`config.mk`:
```
export PLATFORM = sky130hd
export DESIGN_NAME = cle_ctrl
export DESIGN_NICKNAME = d
export VERILOG_FILES = /design/src/rtl/cle_pkg.sv /design/src/rtl/cle_ctrl.sv
export SDC_FILE = /design/constraint.sdc
export NUM_CORES = 1
export LEC_CHECK = 0
export BUFFER_PORTS_ARGS = -buffer_cell sky130_fd_sc_hd__buf_2
export CORE_UTILIZATION = 43
export CTS_CLUSTER_DIAMETER = 50
export DETAILED_ROUTE_END_ITERATION = 10
export PLACE_DENSITY_LB_ADDON = 0.3
export SYNTH_ARGS = -nofsm -noshare
export SYNTH_HDL_FRONTEND = slang
export SYNTH_SLANG_ARGS = --single-unit
```
`constraint.sdc`:
```
create_clock -name clk -period 1.6 [get_ports clk]
set_clock_uncertainty 0.15 [all_clocks]
set_input_delay 0.16 -clock clk [delete_from_list [all_inputs] [get_ports clk]]
set_output_delay 0.16 -clock clk [all_outputs]
set_load 0.02 [all_outputs]
```
`src/rtl/cle_pkg.sv`:
```
// cle_pkg: shared constants, codes and types of the contiguous list engine.
// Used by cle_ctrl, cle_dpath and contiguous_list_engine; depends on nothing.
`timescale 1ns / 1ps

package cle_pkg;

    // Default store depth (entries of 32 bits)
    localparam int DEPTH_DEF = 256;

    // Field widths
    localparam int CMD_W  = 3;
    localparam int POS_W  = 9;
    localparam int VAL_W  = 32;
    localparam int IDX_W  = 9;
    localparam int CNT_W  = 9;
    localparam int CAP_W  = 9;
    localparam int STAT_W = 2;
    localparam int GS_W   = 9;

    // Command codes; 5..7 do nothing
    localparam logic [CMD_W-1:0] CMD_READ   = 3'd0;
    localparam logic [CMD_W-1:0] CMD_WRITE  = 3'd1;
    localparam logic [CMD_W-1:0] CMD_INSERT = 3'd2;
    localparam logic [CMD_W-1:0] CMD_DELETE = 3'd3;
    localparam logic [CMD_W-1:0] CMD_SEARCH = 3'd4;

    // Status codes
    localparam logic [STAT_W-1:0] STAT_OK   = 2'd0;
    localparam logic [STAT_W-1:0] STAT_POS  = 2'd1;
    localparam logic [STAT_W-1:0] STAT_FULL = 2'd2;

    localparam logic [IDX_W-1:0] NOT_FOUND = 9'h1FF;
    localparam logic [GS_W-1:0]  GS_RESET  = 9'd4;
    localparam logic [CAP_W-1:0] CAP_MAX   = 9'd511;

    typedef enum logic [3:0] {
        S_IDLE,
        S_DECODE,
        S_READ,
        S_INS_RD,
        S_INS_WR,
        S_INS_PUT,
        S_DEL_RD,
        S_DEL_WR,
        S_DEL_FIN,
        S_SRCH_RD,
        S_SRCH_CMP,
        S_DONE
    } cle_state_t;

    typedef enum logic [2:0] {
        PTR_HOLD,
        PTR_COUNT,
        PTR_POS,
        PTR_ZERO,
        PTR_INC,
        PTR_DEC
    } cle_ptr_op_t;

    typedef enum logic [1:0] {
        RA_POS,
        RA_PTR,
        RA_PTR_M1,
        RA_PTR_P1
    } cle_raddr_t;

    typedef enum logic [1:0] {
        WR_NONE,
        WR_POS_VAL,
        WR_PTR_RDATA
    } cle_wr_t;

    // Controller -> datapath
    typedef struct packed {
        logic        load_item;
        logic        rd_en;
        cle_raddr_t  rd_sel;
        cle_wr_t     wr_sel;
        cle_ptr_op_t ptr_op;
        logic        set_status;
        logic        set_rd;
        logic        set_found;
        logic        cnt_inc;
        logic        cnt_dec;
        logic        cap_grow;
        logic        out_load;
    } cle_cmd_t;

    // Datapath -> controller
    typedef struct packed {
        logic [CMD_W-1:0] cmd;
        logic             pos_bad;
        logic             full;
        logic             cnt_eq_pos;
        logic             pos_p1_lt_cnt;
        logic             cnt_zero;
        logic             ptr_m1_eq_pos;
        logic             ptr_p1_lt_cnt;
        logic             ptr_p2_lt_cnt;
        logic             match;
        logic             out_busy;
    } cle_stat_t;

endpackage

```
`src/rtl/cle_ctrl.sv`:
```
// cle_ctrl: sequencer of the list engine (decode, shift loops, search loop).
// Depends on cle_pkg; drives cle_dpath through cle_cmd_t.
`timescale 1ns / 1ps

module cle_ctrl
(
    input  logic                clk,
    input  logic                rst_n,
    input  logic                s_tvalid,
    output logic                s_tready,
    input  cle_pkg::cle_stat_t  stat,
    output cle_pkg::cle_cmd_t   cmd
);

    cle_pkg::cle_state_t state_reg;
    cle_pkg::cle_state_t state_next;

    always_ff @(posedge clk or negedge rst_n)
    begin
        if (!rst_n)
        begin
            state_reg <= cle_pkg::S_IDLE;
        end
        else
        begin
            state_reg <= state_next;
        end
    end

    // next state
    always_comb
    begin
        state_next = state_reg;
        case (state_reg)
            cle_pkg::S_IDLE:
            begin
                if (s_tvalid)
                begin
                    state_next = cle_pkg::S_DECODE;
                end
            end
            cle_pkg::S_DECODE:
            begin
                state_next = cle_pkg::S_DONE;
                case (stat.cmd)
                    cle_pkg::CMD_READ:
                    begin
                        if (!stat.pos_bad)
                        begin
                            state_next = cle_pkg::S_READ;
                        end
                    end
                    cle_pkg::CMD_INSERT:
                    begin
                        if (!stat.pos_bad && !stat.full)
                        begin
                            state_next = stat.cnt_eq_pos ? cle_pkg::S_INS_PUT
                                                         : cle_pkg::S_INS_RD;
                        end
                    end
                    cle_pkg::CMD_DELETE:
                    begin
                        if (!stat.pos_bad)
                        begin
                            state_next = stat.pos_p1_lt_cnt ? cle_pkg::S_DEL_RD
                                                            : cle_pkg::S_DEL_FIN;
                        end
                    end
                    cle_pkg::CMD_SEARCH:
                    begin
                        if (!stat.cnt_zero)
                        begin
                            state_next = cle_pkg::S_SRCH_RD;
                        end
                    end
                    default:
                    begin
                        state_next = cle_pkg::S_DONE;
                    end
                endcase
            end
            cle_pkg::S_READ:
            begin
                state_next = cle_pkg::S_DONE;
            end
            cle_pkg::S_INS_RD:
            begin
                state_next = cle_pkg::S_INS_WR;
            end
            cle_pkg::S_INS_WR:
            begin
                state_next = stat.ptr_m1_eq_pos ? cle_pkg::S_INS_PUT : cle_pkg::S_INS_RD;
            end
            cle_pkg::S_INS_PUT:
            begin
                state_next = cle_pkg::S_DONE;
            end
            cle_pkg::S_DEL_RD:
            begin
                state_next = cle_pkg::S_DEL_WR;
            end
            cle_pkg::S_DEL_WR:
            begin
                state_next = stat.ptr_p2_lt_cnt ? cle_pkg::S_DEL_RD : cle_pkg::S_DEL_FIN;
            end
            cle_pkg::S_DEL_FIN:
            begin
                state_next = cle_pkg::S_DONE;
            end
            cle_pkg::S_SRCH_RD:
            begin
                state_next = cle_pkg::S_SRCH_CMP;
            end
            cle_pkg::S_SRCH_CMP:
            begin
                if (stat.match || !stat.ptr_p1_lt_cnt)
                begin
                    state_next = cle_pkg::S_DONE;
                end
                else
                begin
                    state_next = cle_pkg::S_SRCH_RD;
                end
            end
            cle_pkg::S_DONE:
            begin
                if (!stat.out_busy)
                begin
                    state_next = cle_pkg::S_IDLE;
                end
            end
            default:
            begin
                state_next = cle_pkg::S_IDLE;
            end
        endcase
    end

    // outputs
    always_comb
    begin
        cmd      = '0;
        s_tready = 1'b0;
        case (state_reg)
            cle_pkg::S_IDLE:
            begin
                s_tready      = 1'b1;
                cmd.load_item = s_tvalid;
            end
            cle_pkg::S_DECODE:
            begin
                cmd.set_status = 1'b1;
                case (stat.cmd)
                    cle_pkg::CMD_READ:
                    begin
                        cmd.rd_en  = !stat.pos_bad;
                        cmd.rd_sel = cle_pkg::RA_POS;
                    end
                    cle_pkg::CMD_WRITE:
                    begin
                        if (!stat.pos_bad)
                        begin
                            cmd.wr_sel = cle_pkg::WR_POS_VAL;
                        end
                    end
                    cle_pkg::CMD_INSERT:
                    begin
                        if (!stat.pos_bad && !stat.full)
                        begin
                            cmd.cap_grow = 1'b1;
                            cmd.ptr_op   = cle_pkg::PTR_COUNT;
                        end
                    end
                    cle_pkg::CMD_DELETE:
                    begin
                        cmd.ptr_op = cle_pkg::PTR_POS;
                    end
                    cle_pkg::CMD_SEARCH:
                    begin
                        cmd.ptr_op = cle_pkg::PTR_ZERO;
                    end
                    default:
                    begin
                        cmd.ptr_op = cle_pkg::PTR_HOLD;
                    end
                endcase
            end
            cle_pkg::S_READ:
            begin
                cmd.set_rd = 1'b1;
            end
            cle_pkg::S_INS_RD:
            begin
                cmd.rd_en  = 1'b1;
                cmd.rd_sel = cle_pkg::RA_PTR_M1;
            end
            cle_pkg::S_INS_WR:
            begin
                cmd.wr_sel = cle_pkg::WR_PTR_RDATA;
                cmd.ptr_op = cle_pkg::PTR_DEC;
            end
            cle_pkg::S_INS_PUT:
            begin
                cmd.wr_sel  = cle_pkg::WR_POS_VAL;
                cmd.cnt_inc = 1'b1;
            end
            cle_pkg::S_DEL_RD:
            begin
                cmd.rd_en  = 1'b1;
                cmd.rd_sel = cle_pkg::RA_PTR_P1;
            end
            cle_pkg::S_DEL_WR:
            begin
                cmd.wr_sel = cle_pkg::WR_PTR_RDATA;
                cmd.ptr_op = cle_pkg::PTR_INC;
            end
            cle_pkg::S_DEL_FIN:
            begin
                cmd.cnt_dec = 1'b1;
            end
            cle_pkg::S_SRCH_RD:
            begin
                cmd.rd_en  = 1'b1;
                cmd.rd_sel = cle_pkg::RA_PTR;
            end
            cle_pkg::S_SRCH_CMP:
            begin
                if (stat.match)
                begin
                    cmd.set_found = 1'b1;
                end
                else if (stat.ptr_p1_lt_cnt)
                begin
                    cmd.ptr_op = cle_pkg::PTR_INC;
                end
            end
            cle_pkg::S_DONE:
            begin
                cmd.out_load = !stat.out_busy;
            end
            default:
            begin
                s_tready = 1'b0;
            end
        endcase
    end

endmodule

```
==> results.json, run 1 <==
{
  "cts.sink_count": 4,
  "yosysUniqueCellTypes": 37,
  "postGrtWorstEndpoint": "cmd[7]",
  "synth_fp_nets": 101,
  "synthArstFlopShare": 1.00,
  "synth-edff-count": 0,
  "die_h_microns": 39.5,
  "seq_area_frac_synth": 0.166,
  "firstError": "[ERROR DPL-0038] Utilization greater than 100%, impossible to legalize",
  "htreeDepth": 1,
  "endpoint_type": "output port",
  "cts-root-buf": "clkbuf_4",
  "start_util": 0.464,
  "synth-seq-cells": 4,
  "rows": 13,
  "syn-instance-count": 85,
  "dp_hpwl_microns": 1430,
  "ioPinCount": 33,
  "synth.avg_cell_area_sq_um": 7.11,
  "status": "did not finish",
  "die_width_microns": 39.5,
  "cts_made_buffers": 3,
  "haltStage": "5_1_grt",
  "cts_buffer_depth": 2,
  "io_buffers": 32,
  "yosysWarnings": 0,
  "grt_max_degree": 11,
  "place.gp.congestion": 0.883,
  "syn_area_sq_um": 604,
  "synth_ff_type": "dfrtp_1",
  "place_area_sq_um": 902
}
[cells by family after synthesis]
family,share of synthesized area
AOI/OAI and AO/OA,0.364
buffers and inverters,0.106
DFF,0.166
and+or+nand+nor,0.364
[cells in the mapped netlist (2+ instances only)]
cell	instances	area, sq um
a21oi_1	6	30.0
a41o_1	2	20.0
and2_1	3	18.8
buf_2	3	15.0
buf_6	2	22.5
dfrtp_1	4	100
inv_1	5	18.8
nand2_1	5	18.8
nand2b_1	5	31.3
nor2_1	9	33.8
nor2b_1	2	12.5
nor3_1	4	20.0
nor3b_1	2	15.0
o21ai_0	9	45.0
o22ai_1	2	12.5
[stage by stage]
step	util	instances	setup TNS, ps	hold WS, ps	worst slack (ps)
after floorplan	-	85	-514	-286	-170
after global placement	0.693	142	-9.60	-185	-9.60
after CTS	0.906	158	-958	50.4	-145
after detailed placement	0.693	142	-53.0	-183	-24.0
[repair_timing]
action                                 in CTS
setup buffers                              12
gates resized for setup                    43
pin swaps                                  10
setup endpoints to repair                  18
hold buffers                                1
endpoints found under the hold margin       4
==> run 2: changes to the inputs <==
- CORE_AREA: default -> 2 2 63 65
- CORE_UTILIZATION: 43 -> default
- CTS_CLUSTER_DIAMETER: 50 -> default
- DIE_AREA: default -> 0 0 65 67
- PLACE_DENSITY_LB_ADDON: 0.3 -> 0.15
==> results.json, run 2 <==
{
  "p_leak_nw": 0.604,
  "insertion_delay_ps": 220,
  "synthTopCellsByArea": "dfrtp_1 17%, o21ai_0 7.5%, nor2_1 5.6%",
  "setup_tns_ps": -1080,
  "switching_power_w": 0.00119,
  "fillers": 381,
  "core-area_sq_um": 3610,
  "path_cells": "buf_6 -> nand2b_4 -> a211oi_4 -> a41o_1 -> buf_6",
  "setup_viol": 15,
  "cts-root-buf": "clkbuf_8",
  "stdcell_area_sq_um": 1350,
  "clkPwrFrac": 0.085,
  "m1WireLength_microns": 1120,
  "cts_buffer_depth": 2,
  "place_area_sq_um": 963,
  "register_area_sq_um": 104,
  "p_comb_frac": 0.815,
  "final_cell_mix": "27 x buf_4, 18 x buf_6, 15 x buf_2",
  "synth.avg_cell_area_sq_um": 7.11,
  "drtIter0Drc": 39,
  "wl_met3_microns": 157,
  "yosysTopAreaCell": "dfrtp_1",
  "max_slew.worst_pin.slew_ps": 276,
  "drive_gt1_frac": 0.639,
  "synth-edff-count": 0,
  "die_width_microns": 65,
  "synth_top_area_frac": 0.166,
  "rows": 22,
  "power_w": 0.00260,
  "violations": "negative setup slack",
  "place_inst": 176,
  "wirelength_microns": 2680,
  "track_usage": 0.129,
  "crit_path_end_kind": "output pin",
  "drv_slew": 0,
  "htreeDepth": 1,
  "nets": 162,
  "slew_headroom": 0.815,
  "die_h_microns": 67,
  "grt_max_degree": 11,
  "die_area_sq_um": 4360,
  "via_per_inst": 4.63,
  "highest_layer": "met3",
  "postLayoutSetupSlackWorst_ps": -158,
  "antennaDiodeCount": 0,
  "final_common_cell": "buf_4",
  "syn_area_sq_um": 604,
  "start_util": 0.168,
  "swShare": 0.457,
  "synthArstFlopShare": 1.00,
  "critical-path-max-stage-delay_ps": 430,
  "hold_viol": 0,
  "worstPathRequired_ps": 1290,
  "largest_reg_flops": 4,
  "yosysWarnings": 0,
  "synth-seq-cells": 4,
  "critPathSlowestCell": "dfrtp_2",
  "internal_power_w": 0.00141,
  "ir_drop_v": 0.000503,
  "wl_per_cell_microns": 13.9,
  "yosysUniqueCellTypes": 37,
  "ioPinCount": 33,
  "clkTransAtPathRegs_ps": 40,
  "place.gp.congestion": 0.769,
  "cts_tree": "built",
  "wl_met2_microns": 1400,
  "rsz0062_at_grt": "yes",
  "p_seq_frac": 0.100,
  "status": "finished with violations",
  "grt_first_pass_wirelength_microns": 4330,
  "vias": 889,
  "cts.sink_count": 4,
  "max_cap_violations": 0,
  "path_max_fanout": 6,
  "grt_pass1_vias": 927,
  "multi_input_area_sq_um": 611,
  "cp_common_cell": "buf_6",
  "antenna_found_initial": 0,
  "hold_path_class": "in2reg",
  "seq_area_frac_synth": 0.166,
  "dp_hpwl_microns": 1940,
  "drcViolationCount": 0,
  "synth_common_cells": "9 x nor2_1, 9 x o21ai_0, 6 x a21oi_1",
  "cp-start-kind": "register",
  "cts_made_buffers": 3,
  "crit_arrival_ps": 1450,
  "period_needed_ps": 1760,
  "path_class": "reg2out",
  "overflow": 0,
  "synth_ff_type": "dfrtp_1",
  "drt-pass1-iter-count": 4,
  "fin_crit_sh": 1.10,
  "io_buffers": 32,
  "syn-instance-count": 85,
  "final_cells": 192,
  "p_per_area_nw_per_um2": 1930,
  "synth_fp_nets": 101,
  "area_growth_pct": 123,
  "ant_nets": 0,
  "fmax_mhz": 569
}
[run 2: cell counts after synthesis]
No cell type changed its count.
[run 2: cells by family after synthesis]
group,Yosys count,synth area share
AO/OA/AOI/OAI,32,0.364
AND/OR/NAND/NOR,38,0.364
flip-flops,4,0.166
buffers and inverters,11,0.106
[run 2: final cells by class]
class | instances | area share
Clock buffer | 3 | 0.0306
Inverter | 5 | 0.0167
Multi-Input combinational cell | 70 | 0.453
Sequential cell | 4 | 0.0770
Tap cell | 48 | 0.0445
Timing Repair Buffer | 62 | 0.378
[run 2: power by group through the flow]
| stage | registers [W] | logic (W) | clock network (W) |
|---|---|---|---|
| after floorplan | 0.000218 | 0.000871 | 0 |
| after global routing | 0.000267 | 0.00226 | 0.000230 |
| after global placement | 0.000250 | 0.00139 | 0 |
| after CTS | 0.000258 | 0.00196 | 0.000222 |
| after detailed placement | 0.000250 | 0.00138 | 0 |
| final | 0.000261 | 0.00212 | 0.000220 |
[run 2: worst paths after layout]
path	from	endpoint	slack, ps	cells after the start
max	state_reg[0]	cmd[14]	-160	5
min	s_tvalid	state_reg[0]	70	3
max reg2reg	state_reg[0]	state_reg[3]	-40	7
min reg2reg	state_reg[3]	state_reg[2]	600	3
max in group asynchronous	rst_n	state_reg[3]	1030	2
min in group asynchronous	rst_n	state_reg[0]	130	2
[run 2: metrics by stage]
stage / hold slack [ps] / util / setup slack, ps
finish: 73.1 / 0.374 / -158
global route: 104 / 0.374 / -210
CTS: 77.4 / 0.357 / -164
detailed placement: -178 / 0.267 / -95.9
global placement: -178 / 0.267 / -86.8
floorplan: -286 / - / -170
[run 2: worst max-delay path: cells and delay by family (launching register included)]
family | cells | cell delay, ps
flip-flops | 1 | 430
AO/OA/AOI/OAI | 2 | 370
buffers and inverters | 2 | 270
AND/OR/NAND/NOR | 1 | 160
[run 2: per-layer routing]
metal,vias up,GRT usage
met5,-,0
met1,421,0.157
li1,435,-
met3,0,0.0220
met4,0,0.0239
met2,33,0.237
[run 2: what timing repair did]
| action | CTS | global route |
|---|---|---|
| hold endpoints to repair | 4 | 0 |
| setup endpoints to repair | 18 | 19 |
| hold buffers | 1 | 0 |
| setup buffers | 11 | 1 |
| resized for setup | 54 | 14 |
| pin swaps | 8 | 5 |
Power figures use the tool's default switching activity.
